==> config.mk <==
export PLATFORM = sky130hd
export DESIGN_NAME = motor_drive_supervisor_fsm
export DESIGN_NICKNAME = d
export VERILOG_FILES = /design/src/hdl/mds_pkg.sv /design/src/hdl/mds_divider.sv /design/src/hdl/motor_drive_supervisor_fsm.sv
export SDC_FILE = /design/constraint.sdc
export NUM_CORES = 1
export LEC_CHECK = 0
export BUFFER_PORTS_ARGS = -buffer_cell sky130_fd_sc_hd__buf_2
export CAP_MARGIN = 20
export CELL_PAD_IN_SITES_DETAIL_PLACEMENT = 1
export CELL_PAD_IN_SITES_GLOBAL_PLACEMENT = 1
export CORE_ASPECT_RATIO = 2
export CORE_MARGIN = 5
export CORE_UTILIZATION = 28
export CTS_BUF_LIST = sky130_fd_sc_hd__clkbuf_8
export CTS_CLUSTER_DIAMETER = 80
export DETAILED_ROUTE_END_ITERATION = 12
export PLACE_DENSITY_LB_ADDON = 0.1
export SYNTH_ARGS = -nofsm -noshare
export SYNTH_HDL_FRONTEND = slang
export SYNTH_SLANG_ARGS = --single-unit
==> constraint.sdc <==
create_clock -name clk -period 9 [get_ports clk]
set_input_delay 0.9 -clock clk [delete_from_list [all_inputs] [get_ports clk]]
set_output_delay 0.9 -clock clk [all_outputs]
set_load 0.005 [all_outputs]
==> src/hdl/mds_pkg.sv <==
package mds_pkg;
  typedef struct packed {
    logic [1:0]         action;
    logic [2:0]         command_op;
    logic signed [31:0] command_value;
    logic [1:0]         tune_request_mode;
    logic [31:0]        now_ms;
    logic [15:0]        fault_bits;
    logic [5:0]         phase_flags;
    logic signed [31:0] forced_speed;
    logic signed [31:0] observer_confidence;
  } mds_in_t;

  typedef struct packed {
    logic [3:0]         current_state;
    logic [7:0]         action_bits;
    logic [16:0]        blend_factor;
    logic [15:0]        transition_retries;
    logic signed [31:0] speed_reference;
  } mds_out_t;

  typedef enum logic [3:0] {
    ST_IDLE = 4'd0, ST_INIT = 4'd1, ST_CAL = 4'd2, ST_IDENT = 4'd3,
    ST_ALIGN = 4'd4, ST_OLSTART = 4'd5, ST_OLRAMP = 4'd6, ST_TRANS = 4'd7,
    ST_RUN = 4'd8, ST_TUNE = 4'd9, ST_STOP = 4'd10, ST_FAULT = 4'd11
  } mode_t;

  typedef enum logic [1:0] {
    SEQ_IDLE, SEQ_DIV, SEQ_FIN, SEQ_OUT
  } seq_t;

  localparam logic [1:0] ACT_LATCH = 2'd0;
  localparam logic [1:0] ACT_FAST  = 2'd1;
  localparam logic [1:0] ACT_TICK  = 2'd2;

  localparam logic [2:0] OP_RUN_SPEED  = 3'd1;
  localparam logic [2:0] OP_RUN_TORQUE = 3'd2;
  localparam logic [2:0] OP_IDENTIFY   = 3'd3;
  localparam logic [2:0] OP_TUNE       = 3'd4;
  localparam logic [2:0] OP_CLEAR      = 3'd5;
  localparam logic [2:0] OP_STOP       = 3'd6;

  localparam logic [2:0] CFG_ALIGN = 3'd0;
  localparam logic [2:0] CFG_OLTGT = 3'd1;
  localparam logic [2:0] CFG_MINCF = 3'd2;
  localparam logic [2:0] CFG_HOLD  = 3'd3;
  localparam logic [2:0] CFG_BLEND = 3'd4;

  localparam logic [31:0] INIT_WAIT_MS  = 32'd200;
  localparam logic [31:0] CAL_WAIT_MS   = 32'd500;
  localparam logic [31:0] IDENT_WAIT_MS = 32'd5000;
  localparam logic [31:0] RAMP_TIMEOUT  = 32'd2000;
  localparam logic [31:0] STOP_WAIT_MS  = 32'd500;
  localparam logic [16:0] Q16_ONE       = 17'h10000;

  function automatic logic [7:0] entry_actions(input mode_t s);
    logic [7:0] a;
    unique case (s)
      ST_IDENT:   a = 8'h23;
      ST_ALIGN:   a = 8'h07;
      ST_OLSTART: a = 8'h0F;
      ST_OLRAMP:  a = 8'h0F;
      ST_TRANS:   a = 8'h17;
      ST_RUN:     a = 8'h15;
      ST_TUNE:    a = 8'h55;
      ST_STOP:    a = 8'h15;
      ST_FAULT:   a = 8'h80;
      default:    a = 8'h00;
    endcase
    return a;
  endfunction
endpackage

==> src/hdl/mds_divider.sv <==
module mds_divider (
  input  logic        clk,
  input  logic        rst_n,
  input  logic        start,
  input  logic [15:0] num,
  input  logic [15:0] den,
  output logic        busy,
  output logic        done,
  output logic [16:0] quo
);
  // restoring divide of num*65536 by den, one quotient bit per cycle
  logic [31:0] rem_r, rem_nxt;
  logic [31:0] dvd_r, dvd_nxt;
  logic [16:0] quo_r, quo_nxt;
  logic [5:0]  cnt_r, cnt_nxt;
  logic        busy_r, busy_nxt;
  logic [32:0] trial;

  always_comb begin
    rem_nxt = rem_r;
    dvd_nxt = dvd_r;
    quo_nxt = quo_r;
    cnt_nxt = cnt_r;
    busy_nxt = busy_r;
    trial = {rem_r, dvd_r[31]} - {17'd0, den};
    if (start) begin
      rem_nxt = 32'd0;
      dvd_nxt = {num, 16'd0};
      quo_nxt = 17'd0;
      cnt_nxt = 6'd32;
      busy_nxt = 1'b1;
    end else if (busy_r) begin
      dvd_nxt = {dvd_r[30:0], 1'b0};
      if (!trial[32]) begin
        rem_nxt = trial[31:0];
        quo_nxt = {quo_r[15:0], 1'b1};
      end else begin
        rem_nxt = {rem_r[30:0], dvd_r[31]};
        quo_nxt = {quo_r[15:0], 1'b0};
      end
      cnt_nxt = cnt_r - 6'd1;
      if (cnt_r == 6'd1) busy_nxt = 1'b0;
    end
  end

  always_ff @(posedge clk) begin
    if (!rst_n) begin
      busy_r <= 1'b0;
      cnt_r <= 6'd0;
    end else begin
      busy_r <= busy_nxt;
      cnt_r <= cnt_nxt;
    end
    rem_r <= rem_nxt;
    dvd_r <= dvd_nxt;
    quo_r <= quo_nxt;
  end

  assign busy = busy_r;
  assign done = busy_r && (cnt_r == 6'd1);
  assign quo = quo_nxt;
endmodule

==> src/hdl/motor_drive_supervisor_fsm.sv <==
// channel | direction | handshake
// in_     | input     | in_valid / in_stall
// out_    | output    | out_valid / out_stall
// cfg_    | input     | cfg_we, cfg_index, cfg_data
// a latch or fast transaction passes through SEQ_DIV to SEQ_OUT; a slow tick also passes SEQ_FIN,
// which waits there when the blend divides, the divide being a 32-step shift-subtract unit
// one transaction at a time: in_stall is high from acceptance until the result
// is taken; the result holds while out_stall is high
// synchronous active-low reset returns to idle with default registers
module motor_drive_supervisor_fsm (
  input  logic                 clk,
  input  logic                 rst_n,
  input  logic                 in_valid,
  output logic                 in_stall,
  input  mds_pkg::mds_in_t     in_data,
  output logic                 out_valid,
  input  logic                 out_stall,
  output mds_pkg::mds_out_t    out_data,
  input  logic                 cfg_we,
  input  logic [2:0]           cfg_index,
  input  logic [31:0]          cfg_data
);
  import mds_pkg::*;

  logic [15:0] align_r, hold_ms_r, blend_ms_r;
  logic signed [31:0] oltgt_r, mincf_r;

  mode_t mode_r, mode_nxt;
  logic [31:0] entry_r, entry_nxt, bstart_r, bstart_nxt, hstart_r, hstart_nxt;
  logic [16:0] blend_r, blend_nxt;
  logic hstarted_r, hstarted_nxt, runq_r, runq_nxt, idq_r, idq_nxt, tuneq_r, tuneq_nxt;
  logic [1:0] tmode_r, tmode_nxt;
  logic signed [31:0] sref_r, sref_nxt;
  logic [7:0] act_r, act_nxt;
  logic [15:0] retry_r, retry_nxt;
  seq_t seq_r, seq_nxt;
  mds_in_t it_r;
  logic [15:0] bel16_r, bel16_nxt;

  logic div_start, div_done, div_busy;
  logic [16:0] div_q;

  mds_divider u_div (
    .clk(clk), .rst_n(rst_n), .start(div_start), .num(bel16_r),
    .den(blend_ms_r), .busy(div_busy), .done(div_done), .quo(div_q)
  );

  logic [31:0] el, bel, hel;
  logic [33:0] tmo;
  logic [16:0] bv;

  always_comb begin
    mode_nxt = mode_r; entry_nxt = entry_r; bstart_nxt = bstart_r;
    hstart_nxt = hstart_r; blend_nxt = blend_r; hstarted_nxt = hstarted_r;
    runq_nxt = runq_r; idq_nxt = idq_r; tuneq_nxt = tuneq_r; tmode_nxt = tmode_r;
    sref_nxt = sref_r; act_nxt = act_r; retry_nxt = retry_r; seq_nxt = seq_r;
    bel16_nxt = bel16_r; div_start = 1'b0;
    el = it_r.now_ms - entry_r;
    bel = it_r.now_ms - bstart_r;
    hel = it_r.now_ms - hstart_r;
    tmo = ({18'd0, hold_ms_r} + {18'd0, blend_ms_r}) * 34'd3;
    bv = blend_r;
    unique case (seq_r)
      SEQ_IDLE: if (in_valid) seq_nxt = SEQ_DIV;
      SEQ_DIV: begin
        seq_nxt = SEQ_OUT;
        unique case (it_r.action)
          ACT_LATCH: if (mode_r == ST_IDLE) begin
            if (it_r.command_op == OP_RUN_SPEED || it_r.command_op == OP_RUN_TORQUE) begin
              runq_nxt = 1'b1; sref_nxt = it_r.command_value;
            end else if (it_r.command_op == OP_IDENTIFY) idq_nxt = 1'b1;
            else if (it_r.command_op == OP_TUNE) begin
              tuneq_nxt = 1'b1; tmode_nxt = it_r.tune_request_mode;
            end
          end
          ACT_FAST: begin
            if (it_r.fault_bits[3:0] != 4'd0 && mode_r != ST_FAULT) begin
              mode_nxt = ST_FAULT; act_nxt = entry_actions(ST_FAULT);
            end else if (mode_r == ST_TRANS && blend_r >= Q16_ONE)
              act_nxt = act_r & 8'hFD;
          end
          ACT_TICK: begin
            if (mode_r == ST_TRANS && !(it_r.observer_confidence < mincf_r)
                && it_r.fault_bits == 16'd0 && bel < {16'd0, blend_ms_r}) begin
              bel16_nxt = bel[15:0];
              seq_nxt = SEQ_FIN;
            end else seq_nxt = SEQ_FIN;
          end
          default: ;
        endcase
      end
      SEQ_FIN: begin
        // slow tick evaluation; division runs first when needed
        if (mode_r == ST_TRANS && !(it_r.observer_confidence < mincf_r)
            && it_r.fault_bits == 16'd0 && bel < {16'd0, blend_ms_r}
            && !div_done) begin
          if (!div_busy) div_start = 1'b1;
        end else begin
          seq_nxt = SEQ_OUT;
          if (it_r.fault_bits != 16'd0 && mode_r != ST_FAULT && mode_r != ST_STOP
              && mode_r != ST_IDLE) begin
            mode_nxt = (it_r.fault_bits[6:4] != 3'd0) ? ST_STOP : ST_FAULT;
          end else begin
            unique case (mode_r)
              ST_IDLE: if (runq_r || idq_r || tuneq_r) mode_nxt = ST_INIT;
              ST_INIT: if (el >= INIT_WAIT_MS) mode_nxt = ST_CAL;
              ST_CAL: if (el >= CAL_WAIT_MS || it_r.phase_flags[0]) begin
                if (!it_r.phase_flags[1]) mode_nxt = ST_FAULT;
                else if (idq_r) mode_nxt = ST_IDENT;
                else if (runq_r || tuneq_r) mode_nxt = ST_ALIGN;
                else begin mode_nxt = ST_IDLE; runq_nxt = 1'b0; end
              end
              ST_IDENT: if (it_r.phase_flags[2] || el >= IDENT_WAIT_MS) begin
                if (!it_r.phase_flags[3]) mode_nxt = ST_FAULT;
                else begin idq_nxt = 1'b0; mode_nxt = runq_r ? ST_ALIGN : ST_IDLE; end
              end
              ST_ALIGN: if (el >= {16'd0, align_r}) begin
                runq_nxt = 1'b0;
                if (tuneq_r && tmode_r == 2'd0) begin
                  tuneq_nxt = 1'b0; mode_nxt = ST_TUNE;
                end else mode_nxt = ST_OLSTART;
              end
              ST_OLSTART: if (el >= 32'd1) mode_nxt = ST_OLRAMP;
              ST_OLRAMP: if (!(it_r.forced_speed < oltgt_r)) mode_nxt = ST_TRANS;
                         else if (el >= RAMP_TIMEOUT) mode_nxt = ST_STOP;
              ST_TRANS: begin
                if (it_r.observer_confidence < mincf_r) begin
                  if (retry_r != 16'hFFFF) retry_nxt = retry_r + 16'd1;
                  mode_nxt = ST_STOP;
                end else begin
                  bv = (bel >= {16'd0, blend_ms_r}) ? Q16_ONE : div_q;
                  if (!hstarted_r) hel = 32'd0;
                  if (hel >= {16'd0, hold_ms_r} && bv >= Q16_ONE) begin
                    if (tuneq_r && (tmode_r == 2'd1 || tmode_r == 2'd2)) begin
                      tuneq_nxt = 1'b0; mode_nxt = ST_TUNE;
                    end else mode_nxt = ST_RUN;
                  end
                  if ({2'd0, el} >= tmo) mode_nxt = ST_STOP;
                end
              end
              ST_RUN: if (it_r.command_op == OP_STOP) mode_nxt = ST_STOP;
              ST_TUNE: if (it_r.phase_flags[4] || it_r.command_op == OP_STOP)
                mode_nxt = ST_STOP;
              ST_STOP: if (el >= STOP_WAIT_MS) begin
                if (it_r.fault_bits != 16'd0) mode_nxt = ST_FAULT;
                else begin
                  mode_nxt = ST_IDLE; runq_nxt = 1'b0; idq_nxt = 1'b0; tuneq_nxt = 1'b0;
                end
              end
              ST_FAULT: if (it_r.command_op == OP_CLEAR) begin
                mode_nxt = ST_IDLE; runq_nxt = 1'b0; idq_nxt = 1'b0; tuneq_nxt = 1'b0;
              end else if (it_r.phase_flags[5] && it_r.fault_bits == 16'd0)
                mode_nxt = ST_INIT;
              default: ;
            endcase
          end
          if (mode_r == ST_TRANS && mode_nxt == ST_TRANS) begin
            blend_nxt = bv;
            if (!hstarted_r) begin hstart_nxt = it_r.now_ms; hstarted_nxt = 1'b1; end
          end
          // any transition taken on a slow tick re-enters the new state
          if (mode_nxt != mode_r) begin
            entry_nxt = it_r.now_ms; blend_nxt = 17'd0; hstarted_nxt = 1'b0;
            act_nxt = entry_actions(mode_nxt);
            if (mode_nxt == ST_TRANS) bstart_nxt = it_r.now_ms;
          end
        end
      end
      SEQ_OUT: if (!out_stall) seq_nxt = SEQ_IDLE;
      default: seq_nxt = SEQ_IDLE;
    endcase
  end

  always_ff @(posedge clk) begin
    if (!rst_n) begin
      align_r <= 16'd200; oltgt_r <= '0; mincf_r <= '0; hold_ms_r <= '0; blend_ms_r <= '0;
      mode_r <= ST_IDLE; entry_r <= '0; bstart_r <= '0; hstart_r <= '0; blend_r <= '0;
      hstarted_r <= 1'b0; runq_r <= 1'b0; idq_r <= 1'b0; tuneq_r <= 1'b0;
      tmode_r <= '0; sref_r <= '0; act_r <= '0; retry_r <= '0; seq_r <= SEQ_IDLE;
    end else begin
      if (cfg_we) begin
        unique case (cfg_index)
          CFG_ALIGN: align_r <= cfg_data[15:0];
          CFG_OLTGT: oltgt_r <= cfg_data;
          CFG_MINCF: mincf_r <= cfg_data;
          CFG_HOLD:  hold_ms_r <= cfg_data[15:0];
          CFG_BLEND: blend_ms_r <= cfg_data[15:0];
          default: ;
        endcase
      end
      mode_r <= mode_nxt; entry_r <= entry_nxt; bstart_r <= bstart_nxt;
      hstart_r <= hstart_nxt; blend_r <= blend_nxt; hstarted_r <= hstarted_nxt;
      runq_r <= runq_nxt; idq_r <= idq_nxt; tuneq_r <= tuneq_nxt; tmode_r <= tmode_nxt;
      sref_r <= sref_nxt; act_r <= act_nxt; retry_r <= retry_nxt; seq_r <= seq_nxt;
    end
    bel16_r <= bel16_nxt;
    if (seq_r == SEQ_IDLE && in_valid) it_r <= in_data;
  end

  assign in_stall = (seq_r != SEQ_IDLE);
  assign out_valid = (seq_r == SEQ_OUT);
  assign out_data = '{current_state: mode_r, action_bits: act_r, blend_factor: blend_r,
                      transition_retries: retry_r, speed_reference: sref_r};
endmodule

==> run metrics, run 1 <==
die area roughly 120000 sq um; Residual DRC 0; vias per cell around 5; Worst Path Buf+Inv 2; row count 175; share of cells above drive strength 1 13.20%; final std cells w/o fill 5488; Slew @ Worst Pin 0.9878 ns; CTS resizes 0; Worst slew margin 34.15%; Vias 27310; Startpoint Class register; first drt pass iteration count 5; Mapped Area 31850 sq um; leakage approximately 14 nW; nets 4386; min Tclk post-route 8.174 ns; first-pass GRT wire length 178500 um; CTS Hold Buffers Added 0; Worst Setup Path Type reg -> reg; Worst-path clk slew 0.07 ns; TritonCTS Buffers 91; CP endpoint kind register; remaining antenna violation count 0; Layout area overhead 15.41%; vias in the first global route slightly below 30000; overflow left after global routing 0; CTS max path bufs 3; initial antenna violation count 15; final hold violations 0; largest net degree at the start of global routing 144; RSZ-0062 raised after global routing false; clock insertion delay at the later pin of the skew report 0.77 ns; asr flop ratio synth 0%; PortBufs 275; status finished, final reports clean; Setup Buffers After CTS 0; Worst Skew 0.05350 ns; die width 248.5 um; Worst path slowest cell or4_1; Routed WL 119600 um; setup TNS 0 ns; Data arrival, critical path 8.80 ns; Top FF cell, synth dfxtp_1; fin. max-slew vios 0; Setup-failing EPs final 0; Post-Syn Area per Cell just under 9 sq um; initial core utilization 28.08%; cells after synthesis 3649; Crit path largest cell delay 0.54 ns; drt first-iter violations about 790; WP data required slightly below 10 ns; Worst Hold Class in -> reg; I/O pin count roughly 280; CTS tree yes; synthesized flop and latch total 538; f_max around 0.12 GHz; register area share after synthesis 39.76%; Routed wire per std cell 21.79 um; post-synth top area cell dfxtp_1; Peak VDD IR 130.0 uV; fin crit share around nine tenths; top cells by area, synth dfxtp_1, edfxtp_1, ha_1; Max-cap violations 0; Max FO, Critical Path 32; Ys Warns 0; CP delay by family, top compound AO/OA/AOI/OAI gates; Core ar. approximately 110000 sq um; Yosys top cell area share 21.94%; root buf cell clkbuf_8; depth of the CTS H-tree 3; routability congestion estimate from global placement roughly 0.90; Post-synth EDFFs 189; all-layer global routing usage 19.08%; # clock sinks 538; hpwl dp between 90000 and 100000 um; net count after synthesis between 4000 and 5000; PwrDens 260.5 nW/um^2; Netlist cell types 96; Inst Count DP 5311; die height 486.9 um; hold slack final around 0.30 ns
-- report_power, final --
group | internal, mW | switching (mW) | leakage (nW)
combinational | 1.51 | 2.66 | 8.77
clock | 1.21 | 1.10 | 1.08
sequential | 2.87 | 0.216 | 4.61
-- worst reg2reg max path: cells and delay by family, from the launching register on --
family,cells,cell delay [ns]
compound gates,17,3.86
mux,1,0.23
simple gates,8,1.63
fa+ha+maj,5,1.50
buf+inv,2,0.26
xor+xnor,1,0.23
flops,1,0.38
-- final timing paths --
check	cells past startpoint	slack (ns)	startpoint	endpoint
worst max-delay path	34	0.83	blend_ms_r[0]	hstart_r[3]
worst min-delay path	1	0.30	in_data[108]	it_r[108]
worst max register to register	34	0.83	blend_ms_r[0]	hstart_r[3]
worst min register to register	2	0.45	sref_r[25]	sref_r[25]
-- synth_stat cells, types with 31 or more instances --
cell and n:
dfxtp_1 349, edfxtp_1 189, a21oi_1 334, o21ai_0 165, nand4_1 51, nand2_1 625, inv_1 285, nand3_1 58
nor3_1 67, a21o_1 65, and3_1 41, xnor2_1 71, nor2_1 196, xor2_1 47, o211ai_1 31, clkbuf_1 136
ha_1 283, o21a_1 36, mux2i_1 115
-- per-stage QoR --
stage	power (mW)	setup slack [ns]	area [sq um]	utilization, %
floorplan	5.855	1.849	31850	-
global placement	7.335	0.5674	34840	30.72
detailed placement	7.360	0.4012	34850	30.73
CTS	9.781	0.3846	36730	32.38
global route	10.24	0.08440	36740	32.39
finish	9.575	0.8261	36750	32.40
-- cell families (layout without fill, tap and decap cells) --
family | count (synthesis) | count (layout) | synth area share, %
AOI/OAI and AO/OA | 889 | 889 | 17.78
muxes | 145 | 145 | 4.675
other | 0 | 6 | 0
and+or+nand+nor | 1228 | 1228 | 17.60
buffers and inverters | 441 | 770 | 5.391
xor gates and xnor gates | 119 | 119 | 3.296
DFF | 538 | 538 | 39.76
adders and majority gates | 289 | 289 | 11.50
-- layout make-up --
type,instances,area (sq um)
inverter,285,1075
clock inverter,63,387.9
tap,1504,1882
antenna,6,15.01
fill,13530,76670
timing repair buffer,314,1734
sequential,538,12660
clock buffer,108,1486
multi-input combinational,2670,17510
-- registers in the layout, indices dropped and copies added, names as in the netlist, 16 cells and up --
| name | count |
|---|---|
| oltgt_r | 32 |
| bel16_r | 16 |
| u_div.dvd_r | 16 |
| blend_r | 17 |
| align_r | 16 |
| u_div.quo_r | 17 |
| hold_ms_r | 16 |
| mincf_r | 32 |
| bstart_r | 32 |
| sref_r | 32 |
| u_div.rem_r | 32 |
| entry_r | 32 |
| hstart_r | 32 |
| blend_ms_r | 16 |
| it_r | 157 |
| retry_r | 16 |
-- layer usage --
metal / wire length (um) / vias to the layer above / track usage [%]
met5: 117 / - / 0
met3: 4330 / 229 / 3.425
li1: - / 13440 / -
met1: 42380 / 13140 / 18.22
met2: 67210 / 486 / 38.90
met4: 5542 / 18 / 8.546
-- cells in the final DEF, fill, tap and decap left out, types with 29 or more instances in the layout --
cell / n
o21a_1: 36
xnor2_1: 71
mux2_2: 30
inv_1: 315
nand2_1: 624
mux2i_1: 115
buf_4: 35
dfxtp_1: 348
or3_1: 29
a22o_1: 29
o211ai_1: 31
clkbuf_8: 108
nand3_1: 58
a21o_1: 65
buf_2: 274
nand4_1: 51
a21oi_1: 334
o21ai_0: 165
nor2_1: 195
xor2_1: 47
and3_1: 40
edfxtp_1: 189
nor3_1: 63
ha_1: 283
No activity file was read; power rests on OpenSTA's default activity.
==> inputs of run 2 (changes only) <==
--- a/config.mk
+++ b/config.mk
@@ -5,7 +5,6 @@
 export SDC_FILE = /design/constraint.sdc
 export NUM_CORES = 1
 export LEC_CHECK = 0
-export BUFFER_PORTS_ARGS = -buffer_cell sky130_fd_sc_hd__buf_2
 export CAP_MARGIN = 20
 export CELL_PAD_IN_SITES_DETAIL_PLACEMENT = 1
 export CELL_PAD_IN_SITES_GLOBAL_PLACEMENT = 1
@@ -15,6 +14,7 @@
 export CTS_BUF_LIST = sky130_fd_sc_hd__clkbuf_8
 export CTS_CLUSTER_DIAMETER = 80
 export DETAILED_ROUTE_END_ITERATION = 12
+export DONT_BUFFER_PORTS = 1
 export PLACE_DENSITY_LB_ADDON = 0.1
 export SYNTH_ARGS = -nofsm -noshare
 export SYNTH_HDL_FRONTEND = slang
==> run 2 against run 1 <==
Die area did not move; clock power about the same; highest routed layer unchanged; critical path depth did not move; setup slack got worse by 0.060 ns; routed wire length is 0.58% lower; total power is 0.19% higher; clock skew is 0.011 ns higher; combinational power hardly changed; utilization is 1.2 points lower; cell count decreased by 5.1%; via count fell by 2.8%.
==> run metrics, run 2 (synthesis results as in run 1) <==
met3 Use GR under 10%; RSZ-0062 raised after global routing false; met1 usage between 10% and 20%; Worst Setup Path Type reg -> reg; fin. max-slew vios 0; R2R Setup Slk ~0.77 ns; Top reg by flops it_r; Reg-to-Reg Start blend_ms_r[0]; initial core utilization roughly 28%; Slew @ Worst Pin approximately 1.1 ns; commonest non-fill, non-tap cells in the layout nand2_1, dfxtp_1, a21oi_1; pre-CTS setup slack 0.2870 ns; Max-cap violations 0; routability congestion estimate from global placement between 0.8 and 0.9; Vias 26560; Layout area overhead 11.05%; WP data required slightly below 10 ns; CTS tree yes; final hold violations 0; first drt pass iteration count 8; Worst Hold Class in -> reg; largest net degree at the start of global routing approximately 130; vias in the first global route 28970; Residual DRC 0; Routed wire per std cell approximately 23 um; hpwl dp 93760 um; worst setup path end hstart_r[6]; die area 121000 sq um; Core ar. roughly 110000 sq um; Max FO, Critical Path 32; PortBufs 0; GR Util met2 38.98%; min Tclk post-route 8.234 ns; Setup Buffers After CTS 0; initial antenna violation count 22; Inst Count DP 5035; CTS max path bufs 3; CP startpoint blend_ms_r[0]; Routed WL 118900 um; most common cell after layout, fill and taps aside nand2_1; R2R depth 34; Worst slew margin 28.02%; die width approximately 250 um; setup slack after layout 0.7661 ns; placed inst area 33440 sq um; # clock sinks 538; vias per cell 5.097; clock insertion delay at the later pin of the skew report 0.80 ns; GR peak layer met2; max reg flops 157; Worst path slowest cell nor3_1; Data arrival, critical path 8.84 ns; share of cells above drive strength 1 6.764%; Peak VDD IR 182.1 uV; depth of the CTS H-tree 3; fin crit share 91.49%; Layout Utilization 31.18%; remaining antenna violation count 0; PwrDens 271.3 nW/um^2; first-pass GRT wire length ~180000 um; TritonCTS Buffers 90; setup TNS 0 ns; root buf cell clkbuf_8; hold slack final 0.1969 ns; CP endpoint kind register; row count ~180; die height 486.9 um; all-layer global routing usage about a fifth; I/O pin count 276; Worst Skew ~0.064 ns; reg2reg end hstart_r[6]; cell repeated most along the worst path o21ai_0; final std cells w/o fill 5210; Worst-path clk slew about 0.07 ns; Finished Cell Area 35360 sq um; Startpoint Class register; Setup-failing EPs final 0; overflow left after global routing 0; nets about 4000; Crit path largest cell delay 0.51 ns; leakage about 13 nW; drt first-iter violations 1050; status finished, final reports clean; f_max around 0.12 GHz; total power 9.593 mW
run 2: cell count changes in the layout (fill, tap and decap cells not counted), sizes merged:
cell	before	now
buf	314	38
bufinv	4	6
clkbuf	108	104
clkinv	24	23
clkinvlp	1	5
diode	6	10
inv	319	312
run 2: how the worst min path moves through the flow:
| stage | slack (ns) | startpoint | cells after the start | endpoint |
|---|---|---|---|---|
| final | 0.20 | in_data[98] | 0 | it_r[98] |
| after floorplan | 0.43 | bstart_r[10] | 2 | bstart_r[10] |
| after global routing | 0.13 | in_data[98] | 0 | it_r[98] |
| after detailed placement | 0.45 | align_r[11] | 2 | align_r[11] |
| after CTS | 0.07 | in_data[98] | 0 | it_r[98] |
| after global placement | 0.44 | bstart_r[12] | 2 | bstart_r[12] |
run 2: worst max-delay path, delay by kind of cell, from the launching register on:
kind | cells | cell delay, ns
xor+xnor | 1 | 0.25
buf+inv | 2 | 0.36
simple gates | 8 | 1.92
mux | 1 | 0.21
compound gates | 17 | 3.53
flops | 1 | 0.39
fa+ha+maj | 5 | 1.39
run 2: cell type report:
cell class                 count  area, sq um
multi-input combinational   2670        17520
fill                       13480        78060
sequential                   538        12660
inverter                     285         1075
clock inverter                61        449.2
antenna                       10        25.02
tap                         1504         1882
clock buffer                 104         1431
timing repair buffer          38        322.8
run 2: metal layers:
metal,up-vias,part of all wire [%]
li1,12900,-
met1,12850,34
met2,535,56
met3,255,4.5
met4,22,5.0
met5,-,0.11
run 2: timing repair:
item | CTS | global route
hold buffers | 0 | 0
setup endpoints to repair | 0 | 80
gates resized for setup | 0 | 3
run 2: where the power goes:
group | switching [mW] | internal [mW]
clock network | 1.12 | 1.23
logic | 2.68 | 1.47
registers | 0.226 | 2.87
total | 4.02 | 5.57
